File: config.mk
export PLATFORM = sky130hd
export DESIGN_NAME = date_add_days_unit
export DESIGN_NICKNAME = d
export VERILOG_FILES = /design/src/rtl/core/dad_pkg.sv /design/src/rtl/core/dad_ucode_rom.sv /design/src/rtl/core/dad_dby_unit.sv /design/src/rtl/core/dad_datapath.sv /design/src/rtl/core/date_add_days_unit.sv
export SDC_FILE = /design/constraint.sdc
export NUM_CORES = 2
export LEC_CHECK = 0
export BUFFER_PORTS_ARGS = -buffer_cell sky130_fd_sc_hd__buf_2
export CAP_MARGIN = 10
export CORE_UTILIZATION = 40
export CTS_CLUSTER_DIAMETER = 120
export DETAILED_ROUTE_END_ITERATION = 10
export GPL_ROUTABILITY_DRIVEN = 0
export HOLD_SLACK_MARGIN = 0.12
export PLACE_DENSITY_LB_ADDON = 0.3
export RECOVER_POWER = 50
export REMOVE_ABC_BUFFERS = 1
export SYNTH_ARGS = -nofsm -noshare
export SYNTH_HDL_FRONTEND = slang
export SYNTH_SLANG_ARGS = --single-unit
File: constraint.sdc
create_clock -name clk -period 13.4 [get_ports clk]
set_clock_uncertainty 0.2 [all_clocks]
set_input_delay 2.68 -clock clk [delete_from_list [all_inputs] [get_ports clk]]
set_output_delay 2.68 -clock clk [all_outputs]
set_load 0.02 [all_outputs]
File: src/rtl/core/dad_pkg.sv
// Shared types, microcode codes and calendar tables for the date add unit.
`default_nettype none

package dad_pkg;

	// Datapath operations selected by the control word
	localparam logic [3:0] OP_NOP    = 4'd0;
	localparam logic [3:0] OP_LOAD   = 4'd1;
	localparam logic [3:0] OP_SAVE_A = 4'd2;
	localparam logic [3:0] OP_SUM1   = 4'd3;
	localparam logic [3:0] OP_SUM2   = 4'd4;
	localparam logic [3:0] OP_CLAMP  = 4'd5;
	localparam logic [3:0] OP_EST    = 4'd6;
	localparam logic [3:0] OP_YDEC   = 4'd7;
	localparam logic [3:0] OP_YINC   = 4'd8;
	localparam logic [3:0] OP_DOY    = 4'd9;
	localparam logic [3:0] OP_MWALK  = 4'd10;
	localparam logic [3:0] OP_OUT    = 4'd11;

	// Jump conditions
	localparam logic [2:0] C_NEVER    = 3'd0;
	localparam logic [2:0] C_ALWAYS   = 3'd1;
	localparam logic [2:0] C_IDLE     = 3'd2;
	localparam logic [2:0] C_DOWN     = 3'd3;
	localparam logic [2:0] C_UP       = 3'd4;
	localparam logic [2:0] C_MORE     = 3'd5;
	localparam logic [2:0] C_OUT_FREE = 3'd6;

	// Operand fed to the days-before-year unit
	localparam logic [1:0] DBY_NONE = 2'd0;
	localparam logic [1:0] DBY_IN   = 2'd1;
	localparam logic [1:0] DBY_Y    = 2'd2;
	localparam logic [1:0] DBY_Y1   = 2'd3;

	// Program steps
	localparam logic [3:0] PC_IDLE  = 4'd0;
	localparam logic [3:0] PC_DOWN  = 4'd6;
	localparam logic [3:0] PC_UP    = 4'd8;
	localparam logic [3:0] PC_MWALK = 4'd12;
	localparam logic [3:0] PC_OUT   = 4'd13;

	// ceil(y/100) as (y+99) * M >> K, exact over the supported years
	localparam int DIV100_M     = 167773;
	localparam int DIV100_SHIFT = 24;
	// first guess of the year from a day number: n * 2^24 / 365.2425
	localparam int YEAR_RECIP   = 45934;
	localparam int RECIP_SHIFT  = 24;
	localparam int DAYS_LEAP    = 366;

	typedef struct packed {
		logic [1:0] dby_sel;
		logic [3:0] op;
		logic [2:0] cond;
		logic [3:0] target;
	} dad_ucw_t;

	typedef struct packed {
		logic down;
		logic up;
		logic more;
		logic out_free;
	} dad_stat_t;

	// Days before the first of a month, index 0 is January, common year
	function automatic logic [8:0] month_start(input logic [3:0] idx);
		logic [8:0] r;
		case (idx)
			4'd0:    r = 9'd0;
			4'd1:    r = 9'd31;
			4'd2:    r = 9'd59;
			4'd3:    r = 9'd90;
			4'd4:    r = 9'd120;
			4'd5:    r = 9'd151;
			4'd6:    r = 9'd181;
			4'd7:    r = 9'd212;
			4'd8:    r = 9'd243;
			4'd9:    r = 9'd273;
			4'd10:   r = 9'd304;
			default: r = 9'd334;
		endcase
		return r;
	endfunction

	// Month length, common year
	function automatic logic [4:0] month_len(input logic [3:0] idx);
		logic [4:0] r;
		case (idx)
			4'd1:                  r = 5'd28;
			4'd3, 4'd5, 4'd8, 4'd10: r = 5'd30;
			default:               r = 5'd31;
		endcase
		return r;
	endfunction

endpackage

`default_nettype wire

File: src/rtl/core/dad_ucode_rom.sv
// Microcode program of the date add sequencer.
`default_nettype none

module dad_ucode_rom (
	input  wire logic [3:0]       pc,
	output dad_pkg::dad_ucw_t     word
);
	import dad_pkg::*;

	// {dby_sel, op, cond, target}
	always_comb begin
		unique case (pc)
			4'd0:  word = '{DBY_IN,   OP_LOAD,   C_IDLE,     PC_IDLE};
			4'd1:  word = '{DBY_Y1,   OP_SAVE_A, C_NEVER,    PC_IDLE};
			4'd2:  word = '{DBY_NONE, OP_SUM1,   C_NEVER,    PC_IDLE};
			4'd3:  word = '{DBY_NONE, OP_SUM2,   C_NEVER,    PC_IDLE};
			4'd4:  word = '{DBY_NONE, OP_CLAMP,  C_NEVER,    PC_IDLE};
			4'd5:  word = '{DBY_NONE, OP_EST,    C_NEVER,    PC_IDLE};
			// walk the year guess down while it starts past n
			4'd6:  word = '{DBY_Y,    OP_NOP,    C_NEVER,    PC_IDLE};
			4'd7:  word = '{DBY_NONE, OP_YDEC,   C_DOWN,     PC_DOWN};
			// walk it up while the next year starts at or before n
			4'd8:  word = '{DBY_Y1,   OP_NOP,    C_NEVER,    PC_IDLE};
			4'd9:  word = '{DBY_NONE, OP_YINC,   C_UP,       PC_UP};
			4'd10: word = '{DBY_Y,    OP_NOP,    C_NEVER,    PC_IDLE};
			4'd11: word = '{DBY_NONE, OP_DOY,    C_NEVER,    PC_IDLE};
			4'd12: word = '{DBY_NONE, OP_MWALK,  C_MORE,     PC_MWALK};
			4'd13: word = '{DBY_NONE, OP_OUT,    C_OUT_FREE, PC_IDLE};
			4'd14: word = '{DBY_NONE, OP_NOP,    C_ALWAYS,   PC_OUT};
			default: word = '{DBY_NONE, OP_NOP,  C_ALWAYS,   PC_IDLE};
		endcase
	end

endmodule

`default_nettype wire

File: src/rtl/core/dad_dby_unit.sv
// Two-stage unit for the number of days in all years before a given year.
`default_nettype none

module dad_dby_unit #(
	parameter int YW = 15,
	parameter int DW = 24
) (
	input  wire logic          clk,
	input  wire logic          load,
	input  wire logic [YW-1:0] year,
	output logic [DW-1:0]      days
);
	import dad_pkg::*;

	localparam int PW = YW + 1 + 18;
	localparam int QW = PW - DIV100_SHIFT;

	logic [YW:0]     y99;
	logic [PW-1:0]   c100_prod;
	logic [YW+8:0]   y365_s1;
	logic [YW-1:0]   y4_s1;
	logic [QW-1:0]   c100_s1;
	logic [YW:0]     y3;
	logic [QW-1:0]   c400;

	// Stage 1: 365*y, ceil(y/4), ceil(y/100)
	assign y3        = {1'b0, year} + (YW+1)'(3);
	assign y99       = {1'b0, year} + (YW+1)'(99);
	assign c100_prod = PW'(y99) * PW'(DIV100_M);

	always_ff @(posedge clk) begin
		if (load) begin
			y365_s1 <= (YW+9)'(year) * (YW+9)'(365);
			y4_s1   <= {1'b0, y3[YW:2]};
			c100_s1 <= c100_prod[DIV100_SHIFT +: QW];
		end
	end

	// Stage 2: ceil(y/400) = ceil(ceil(y/100)/4), then the sum
	assign c400 = QW'((c100_s1 + QW'(3)) >> 2);
	assign days = DW'(y365_s1) + DW'(y4_s1) - DW'(c100_s1) + DW'(c400);

endmodule

`default_nettype wire

File: src/rtl/core/dad_datapath.sv
// Registers and arithmetic driven by the microcode control word.
`default_nettype none

module dad_datapath #(
	parameter int MAX_YEAR = 9999
) (
	input  wire logic               clk,
	input  wire logic               arst_n,
	input  wire dad_pkg::dad_ucw_t  word,
	input  wire logic               jump,
	output dad_pkg::dad_stat_t      stat,
	input  wire logic [3:0]         in_month,
	input  wire logic [4:0]         in_day,
	input  wire logic [13:0]        in_year,
	input  wire logic signed [22:0] offset_days,
	output logic                    out_valid,
	input  wire logic               out_ready,
	output logic [3:0]              out_month,
	output logic [4:0]              out_day,
	output logic [13:0]             out_year,
	output logic [21:0]             day_count,
	output logic                    out_of_range
);
	import dad_pkg::*;

	localparam int YB = $clog2(MAX_YEAR + 2);
	localparam int YW = (YB > 15) ? YB : 15;
	localparam int DW = YW + 9;
	localparam int CW = DW + 2;
	localparam int LAST_DAY = 365 * (MAX_YEAR + 1) + (MAX_YEAR + 4) / 4
		- (MAX_YEAR + 100) / 100 + (MAX_YEAR + 400) / 400;

	logic [3:0]           m_q;
	logic [4:0]           d_q;
	logic signed [22:0]   off_q;
	logic [YW-1:0]        y_q;
	logic [DW-1:0]        a_q;
	logic [DW-1:0]        b_q;
	logic signed [CW-1:0] cnt_q;
	logic [DW-1:0]        n_q;
	logic                 leap_q;
	logic                 flag_q;
	logic [3:0]           mo_q;
	logic [8:0]           doy_q;
	logic                 out_valid_q;

	logic                 dby_load;
	logic [YW-1:0]        dby_arg;
	logic [DW-1:0]        dby_val;
	logic [3:0]           m_idx;
	logic [DW+15:0]       est_prod;
	logic [5:0]           mlen;
	logic                 out_free;

	// Operand select for the days-before-year unit
	always_comb begin
		case (word.dby_sel)
			DBY_IN:  dby_arg = YW'(in_year);
			DBY_Y:   dby_arg = y_q;
			DBY_Y1:  dby_arg = y_q + YW'(1);
			default: dby_arg = y_q;
		endcase
	end
	assign dby_load = (word.dby_sel != DBY_NONE);

	dad_dby_unit #(
		.YW (YW),
		.DW (DW)
	) u_dby (
		.clk  (clk),
		.load (dby_load),
		.year (dby_arg),
		.days (dby_val)
	);

	// Month clamped to 1..12, kept as index 0..11
	always_comb begin
		if (in_month == 4'd0)
			m_idx = 4'd0;
		else if (in_month > 4'd12)
			m_idx = 4'd11;
		else
			m_idx = in_month - 4'd1;
	end

	assign est_prod = (DW+16)'(n_q) * (DW+16)'(YEAR_RECIP);
	assign mlen     = {1'b0, month_len(mo_q)} + 6'((mo_q == 4'd1) && leap_q);
	assign out_free = !out_valid_q || out_ready;

	// Status seen by the sequencer
	assign stat.down     = (dby_val > n_q) && (y_q != '0);
	assign stat.up       = (dby_val <= n_q);
	assign stat.more     = (9'(mlen) <= doy_q) && (mo_q != 4'd11);
	assign stat.out_free = out_free;

	// Payload registers
	always_ff @(posedge clk) begin
		case (word.op)
			OP_LOAD: begin
				if (!jump) begin
					m_q    <= m_idx;
					d_q    <= in_day;
					off_q  <= offset_days;
					y_q    <= YW'(in_year);
					flag_q <= 1'b0;
				end
			end
			OP_SAVE_A: begin
				a_q <= dby_val;
			end
			OP_SUM1: begin
				leap_q <= ((dby_val - a_q) == DW'(DAYS_LEAP));
				cnt_q  <= CW'(a_q) + CW'(month_start(m_q)) + CW'(d_q);
			end
			OP_SUM2: begin
				cnt_q <= cnt_q + CW'(off_q) + CW'((m_q > 4'd1) && leap_q);
			end
			OP_CLAMP: begin
				if (cnt_q < CW'(1)) begin
					cnt_q  <= CW'(1);
					n_q    <= '0;
					flag_q <= 1'b1;
				end else if (cnt_q > CW'(LAST_DAY)) begin
					cnt_q  <= CW'(LAST_DAY);
					n_q    <= DW'(LAST_DAY - 1);
					flag_q <= 1'b1;
				end else begin
					n_q <= DW'(cnt_q - CW'(1));
				end
			end
			OP_EST: begin
				y_q <= est_prod[RECIP_SHIFT +: YW];
			end
			OP_YDEC: begin
				if (jump)
					y_q <= y_q - YW'(1);
			end
			OP_YINC: begin
				b_q <= dby_val;
				if (jump)
					y_q <= y_q + YW'(1);
			end
			OP_DOY: begin
				leap_q <= ((b_q - dby_val) == DW'(DAYS_LEAP));
				doy_q  <= 9'(n_q - dby_val);
				mo_q   <= 4'd0;
			end
			OP_MWALK: begin
				if (jump) begin
					doy_q <= doy_q - 9'(mlen);
					mo_q  <= mo_q + 4'd1;
				end
			end
			OP_OUT: begin
				if (jump) begin
					out_month    <= mo_q + 4'd1;
					out_day      <= 5'(doy_q + 9'd1);
					out_year     <= y_q[13:0];
					day_count    <= cnt_q[21:0];
					out_of_range <= flag_q;
				end
			end
			default: ;
		endcase
	end

	// Output request valid
	always_ff @(posedge clk or negedge arst_n) begin
		if (!arst_n) begin
			out_valid_q <= 1'b0;
		end else if ((word.op == OP_OUT) && jump) begin
			out_valid_q <= 1'b1;
		end else if (out_ready) begin
			out_valid_q <= 1'b0;
		end
	end

	assign out_valid = out_valid_q;

endmodule

`default_nettype wire

File: src/rtl/core/date_add_days_unit.sv
// Top level: microcoded Gregorian date plus signed day offset.
//
//  channel | signals                                         | dir
//  in      | in_valid in_ready in_month in_day in_year       | request in
//          | offset_days                                     |
//  out     | out_valid out_ready out_month out_day out_year  | request out
//          | day_count out_of_range                          |
//
// One request at a time; a request holds the unit from its acceptance to the next free
// input slot, longer for each year correction step (usually zero or one) and each month
// walked (up to 11). The result is registered by the output step, which follows those steps.
// The run time is set by the step counter running one control word per cycle and by
// the single days-before-year unit that the steps share.
// Reset clears the step counter and the output valid; no clearing pass.
// A stalled output keeps the sequencer cycling between its output step and the step
// that returns to it; a new request is taken while the previous result still waits
// downstream.
`default_nettype none

module date_add_days_unit #(
	parameter int MAX_YEAR = 9999
) (
	input  wire logic               clk,
	input  wire logic               arst_n,
	input  wire logic               in_valid,
	output logic                    in_ready,
	input  wire logic [3:0]         in_month,
	input  wire logic [4:0]         in_day,
	input  wire logic [13:0]        in_year,
	input  wire logic signed [22:0] offset_days,
	output logic                    out_valid,
	input  wire logic               out_ready,
	output logic [3:0]              out_month,
	output logic [4:0]              out_day,
	output logic [13:0]             out_year,
	output logic [21:0]             day_count,
	output logic                    out_of_range
);
	import dad_pkg::*;

	logic [3:0] pc_q;
	dad_ucw_t   word;
	dad_stat_t  stat;
	logic       jump;

	dad_ucode_rom u_rom (
		.pc   (pc_q),
		.word (word)
	);

	// Jump condition
	always_comb begin
		case (word.cond)
			C_ALWAYS:   jump = 1'b1;
			C_IDLE:     jump = !in_valid;
			C_DOWN:     jump = stat.down;
			C_UP:       jump = stat.up;
			C_MORE:     jump = stat.more;
			C_OUT_FREE: jump = stat.out_free;
			default:    jump = 1'b0;
		endcase
	end

	// Step counter
	always_ff @(posedge clk or negedge arst_n) begin
		if (!arst_n) begin
			pc_q <= PC_IDLE;
		end else if (jump) begin
			pc_q <= word.target;
		end else begin
			pc_q <= pc_q + 4'd1;
		end
	end

	assign in_ready = (pc_q == PC_IDLE);

	dad_datapath #(
		.MAX_YEAR (MAX_YEAR)
	) u_dp (
		.clk          (clk),
		.arst_n       (arst_n),
		.word         (word),
		.jump         (jump),
		.stat         (stat),
		.in_month     (in_month),
		.in_day       (in_day),
		.in_year      (in_year),
		.offset_days  (offset_days),
		.out_valid    (out_valid),
		.out_ready    (out_ready),
		.out_month    (out_month),
		.out_day      (out_day),
		.out_year     (out_year),
		.day_count    (day_count),
		.out_of_range (out_of_range)
	);

endmodule

`default_nettype wire

# Word-level counts from Yosys, hierarchy flattened
# Memories as Yosys holds them, arrays and structs flattened.
# Index checks and enable logic that the tools add are counted.
# W data, S select, Z words.
dict set report word_totals {
  regBits 259
  romBits 352
  inputBits 50
  output_inout_bits 48
  elab_cells 143
  n_memories 2
}
# name words word_bits rd rd_clocked_by_memory_dff write_ports line
set memory_table {}
lappend memory_table {{(name not given)} 16 13 1 0 0 dad_ucode_rom.sv:12} ;# unique case (pc)
lappend memory_table {{(name not given)} 16 9 1 0 0 dad_pkg.sv:67} ;# case (idx)
dict set report op_classes {
  addsub 22
  n_mul 3
  n_lt_le_gt_ge 7
  eq_ne 32
  n_mux 25
  n_bitwise 1
  n_reduce_logical 27
}
# operator n
set op_table {}
lappend op_table {{$pmux W26 S3} 1}
lappend op_table {{$pmux W15 S4} 1}
lappend op_table {{$mux W26} 2}
lappend op_table {{$eq A24 B9 Y1 const B} 2}
lappend op_table {{$sub A24 B24 Y24} 2}
lappend op_table {{$mux W15} 3}
lappend op_table {{$mul A24 B15 Y38 const B} 1}
lappend op_table {{$mul A16 B18 Y34 const B} 1}
lappend op_table {{$pmux W15 S2} 1}
lappend op_table {{$add A26 B1 Y26} 1}
lappend op_table {{$add A26 B26 Y26} 1}
lappend op_table {{$add A26 B5 Y26} 1}
lappend op_table {{$gt A26 B23 Y1 const B} 1}
lappend op_table {{$lt A26 B2 Y1 const B} 1}
lappend op_table {{$add A24 B9 Y25} 1}
lappend op_table {{$add A24 B14 Y24} 1}
lappend op_table {{$add A24 B8 Y24} 1}
lappend op_table {{$eq A4 B4 Y1 const B} 6}
lappend op_table {{$gt A24 B24 Y1} 1}
lappend op_table {{$le A24 B24 Y1} 1}
lappend op_table {{$mul A15 B9 Y24 const B} 1}
lappend op_table {{$sub A24 B10 Y24} 1}
lappend op_table {{$sub A24 B2 Y24 const B} 1}
lappend op_table {{$mux W22} 1}
lappend op_table {{48 further kinds} 83}

# Longest topological paths before layout
dict set report depth {
  ltp_word 9
  depth_mapped 40
  depth_no_buf 38
}

# Cells and area by module
# Synthesis repeated with hierarchy kept, for this count alone.
dict set report hier_totals {
  hier_cells 3352
  area_unflattened_um2 33339.5
}
# mod instances cells_per_inst area_per_inst_um2 seq_area_each_um2
set modules_own_cells {}
lappend modules_own_cells {dad_datapath 1 2173 21613.2 6211.0}
lappend modules_own_cells {dad_dby_unit 1 1113 11162.0 1441.4}
lappend modules_own_cells {date_add_days_unit 1 24 289.0 100.1}
lappend modules_own_cells {dad_ucode_rom 1 42 275.3 0.0}

# Worst setup path before layout
# Ideal clock, no wire load.
dict set report synth_path {
  path_kind {input port to flip-flop}
  startpoint {in in_year[0]}
  endpoint {reg u_dp.u_dby.c100_s1[8], data pin}
  setup_ps 258
  t_arrival_ps 9880
  setup_slack_ps 3062
  stages 31
  n_path_buf 1
  cell_sequence {nor4b_1 > mux2i_1 > and2_1 > clkbuf_1 > ha_1 > nor3_1 > nand2_1 > a21oi_1 > nand2_1 > nor3_4 > xnor2_2 > inv_1 > fa_1 > fa_1 > inv_1 > fa_1 > fa_1 > fa_1 > fa_1 > ha_1 > a21o_1 > a21o_1 > a21o_1 > a21oi_1 > o211ai_1 > a211oi_1 > nor3_1 > a211oi_1 > o21bai_1 > a21oi_1 > xnor2_1}
}
dict set report synth_via {
  elab_chain_len 3
}
# item line
set synth_rtl {}
lappend synth_rtl {{start, declared} date_add_days_unit.sv:29} ;# input wire logic [13:0] in_year,
lappend synth_rtl {{$pmux W15 S2} dad_datapath.sv:57} ;# case (word.dby_sel)
lappend synth_rtl {{$add A15 B7 Y16} dad_dby_unit.sv:28} ;# assign y99 = {1'b0, year} + (YW+1)'(99);
lappend synth_rtl {{$mul A16 B18 Y34} dad_dby_unit.sv:29} ;# assign c100_prod = PW'(y99) * PW'(DIV100_M);
lappend synth_rtl {{via u_dp.u_dby.c100_prod[32]} dad_dby_unit.sv:19} ;# logic [PW-1:0] c100_prod;
lappend synth_rtl {{end signal, assigned} dad_dby_unit.sv:35} ;# c100_s1 <= c100_prod[DIV100_SHIFT +: QW];
lappend synth_rtl {{end, declared} dad_dby_unit.sv:22} ;# logic [QW-1:0] c100_s1;
# The timed path passes the listed nets, and every way through them passes these cells.
# A chain may end at the register's enable or synchronous reset.

# Final worst setup path
dict set report layout_path {
  startpoint {reg pc_q[0]}
  endpoint {reg u_dp.u_dby.c100_s1[8], data pin}
}
dict set report layout_via {
  elab_chain_len 5
  elab_cells_between_ends 6
  classes_between {add/sub (1); mul (1); eq/ne (2); mux (1); memory (1)}
}
# item line
set layout_rtl {}
lappend layout_rtl {{start, declared} date_add_days_unit.sv:41} ;# logic [3:0] pc_q;
lappend layout_rtl {{start signal, assigned} date_add_days_unit.sv:69} ;# pc_q <= word.target;
lappend layout_rtl {{start signal, assigned} date_add_days_unit.sv:71} ;# pc_q <= pc_q + 4'd1;
lappend layout_rtl {{$mem_v2 Z16 W13 (*)} n/a}
lappend layout_rtl {{$eq A2 B2 Y1 or $eq A2 B1 Y1 (tied branches)} dad_datapath.sv:57}
lappend layout_rtl {{$pmux W15 S2 (*)} dad_datapath.sv:57}
lappend layout_rtl {{$add A15 B7 Y16 (*)} dad_dby_unit.sv:28}
lappend layout_rtl {{$mul A16 B18 Y34 (*)} dad_dby_unit.sv:29}
lappend layout_rtl {{via u_dp.u_dby.c100_prod[32]} dad_dby_unit.sv:19}
# Mark *: on every way through the listed nets, which the timed path passes. The rest lies on a longest branch.

==> results.yml <==
status:
  status: "finished with violations"
  failed_checks: "max-capacitance violations, max-slew violations"
grt:
  gr-usage-all-layers: 0.204
  met1_usage: 0.266
  overflow: 0
  met3_usage: 0.0450
  use_met2: 0.334
  grt_pass1_vias: 24300
  antenna_found_initial: 1
  busiest_layer: "met2"
  grt_max_degree: 49
  grt_pass1_wl_um: 135000
yosys:
  synth_seq_area_share: 0.233
  yosysTopAreaCell: "edfxtp_1"
  ys_types: 95
  syn_area_per_cell_um2: 10.0
  yosysMostFrequentCell: "inv_1"
  synth_common_cells: "inv_1 (629), ha_1 (528), fa_1 (335), edfxtp_1 (254), a21oi_1 (176)"
  ys_ff_latch: 259
  synth-edff-count: 254
  yosys_warnings: 0
  ys_top_cells_by_area: "edfxtp_1 (23%), fa_1 (20%), ha_1 (20%), inv_1 (7.1%), xnor2_1 (3.8%)"
  netlist_area_um2: 33300
  synthCells: 3331
  async_flop_share: 0.0193
  synth_ff_type: "edfxtp_1"
  yosys.area.top_type_share: 0.229
drt:
  viasPerCell: 5.33
  firstDrtPassIters: 6
  wire_per_inst_um: 18.9
  ant_nets: 0
  vias: 24200
  wirelength_um: 85800
  drc: 0
  drtIter0Drc: 1426
hold_path:
  min-delay-start: "u_dp.cnt_q[1]$_DFFE_PP_"
  hold_path_end: "u_dp.day_count[1]$_DFFE_PP_"
  holdPathStages: 0
  hold_path_class: "reg2reg"
cts:
  cts_tree: "yes"
  htreeDepth: 2
  cts_resized: 0
  postCtsSetupRepairBufs: 0
  cts_root_buf: "clkbuf_16"
  clockBufferDepth: 3
  cts_buffers: 34
  insertion_delay_ns: 0.57
  clkSinkCount: 259
  clk_transition_reported_paths_ns: 0.06
  hold_buffers: 0
worst_setup_path:
  timing.rr.end: "u_dp.u_dby.c100_s1[8]$_DFFE_PP_"
  start_kind: "flip-flop"
  crit_required_ns: 13.50
  crit_path_end_kind: "flip-flop"
  crit_top_cell: "fa_1"
  r2r_start: "pc_q[0]$_DFF_PN0_"
  arrival_ns: 11.05
  cp_slowest_stage_delay_ns: 0.74
  r2r_slack_ns: 2.45
  r2r_cells: 33
  cp_max_fo: 24
  slowest_stage: "or3_1"
  worstSetupPathType: "reg2reg"
floorplanning:
  die_w_um: 291
  core_area_um2: 82200
  row_count: 105
  initial_utilization: 0.405
  die_h_um: 291
  die-area_um2: 84500
  io_pins: 98
sta:
  tns_ns: 0
  fmax_mhz: 91.3
  worst_pin_slew_ns: 3.27
  min_period_ns: 10.95
  report.final.hold_viol_count: 0
  setup_viol: 0
  rsz0062_at_grt: "false"
  slew_violations: 97
  fin_crit_sh: 0.817
  slew_headroom: -1.18
job:
  cap_violations: 3
placement:
  hpwl_um: 71100
  port_buffers: 97
final_layout:
  drive_gt1_frac: 0.0535
  fillers: 7895
  antenna_cells: 0
  syn2layout_area_growth_pct: 8.96
  nets: 4368
## placed cells by master, fill, tap and decap left out, types with 68 or more instances in the layout
cell	n
o21ai_0	130
xor2_1	68
inv_1	629
nand2_1	141
xnor2_1	143
ha_1	528
fa_1	335
nor2_1	144
edfxtp_1	254
a21oi_1	175
## critical path, delay by kind of cell (launching register included)
family / cells / cell delay [ns]
adders and majority gates: 9 / 3.98
and+or+nand+nor: 9 / 2.83
AOI/OAI and AO/OA: 10 / 2.19
DFF: 1 / 0.60
buffers and inverters: 3 / 0.57
xor gates and xnor gates: 2 / 0.32
## layer usage
metal,part of all wire,vias to the layer above
li1,-,11700
met1,0.44,11700
met2,0.46,663
met3,0.065,142
met4,0.034,2
met5,0.00016,-
## per-stage QoR
stage,std cells,area [µm²],util,setup slack [ns],hold slack (ns)
finish,4549,36300,0.442,2.45,0.357
global route,4549,36300,0.442,1.71,0.376
CTS,4549,36400,0.443,2.45,0.339
detailed placement,4489,35300,0.429,1.88,0.324
global placement,4489,35300,0.429,2.03,0.315
floorplan,3286,33100,-,3.16,0.200
## cell type report
class	count	area, µm²	area share
well taps	1070	1340	0.0369
flip-flops and latches	259	7750	0.213
clock buffers	35	855	0.0235
clock inverters	25	288	0.00792
repair buffers	133	678	0.0187
inverters	633	2380	0.0654
multi-input cells	2394	23000	0.634
## sequential cells by signal, indices dropped and copies added, names as in the netlist, 9 cells and up
name and flops:
u_dp.day_count 22, u_dp.u_dby.y365_s1 24, u_dp.u_dby.y4_s1 14, u_dp.off_q 23, u_dp.y_q 15, u_dp.doy_q 9, u_dp.cnt_q 26, u_dp.out_year 14
u_dp.a_q 24, u_dp.n_q 24, u_dp.b_q 24, u_dp.u_dby.c100_s1 10
## how the worst max path moves through the flow
stage	slack, ns	end	cells after the start	startpoint
final	2.45	u_dp.u_dby.c100_s1[8]$_DFFE_PP_	33	pc_q[0]$_DFF_PN0_
after global routing	1.71	u_dp.u_dby.c100_s1[8]$_DFFE_PP_	33	pc_q[0]$_DFF_PN0_
after CTS	2.45	u_dp.u_dby.c100_s1[8]$_DFFE_PP_	31	in_year[0]
after detailed placement	1.88	u_dp.u_dby.c100_s1[8]$_DFFE_PP_	31	in_year[0]
after global placement	2.03	u_dp.u_dby.c100_s1[8]$_DFFE_PP_	31	in_year[0]
after floorplan	3.16	u_dp.u_dby.c100_s1[8]$_DFFE_PP_	30	in_year[0]
## kinds of logic after synthesis
family	Yosys count	share of synthesized area
AOI/OAI and AO/OA	659	0.132
buffers and inverters	678	0.0769
xor gates and xnor gates	212	0.0559
adders and majority gates	863	0.399
DFF	259	0.233
other	1	0.000113
and+or+nand+nor	645	0.0985
muxes	14	0.00450
Power is not shown: default switching activity piles up to over one toggle a cycle in this logic, so the estimate is an artifact.
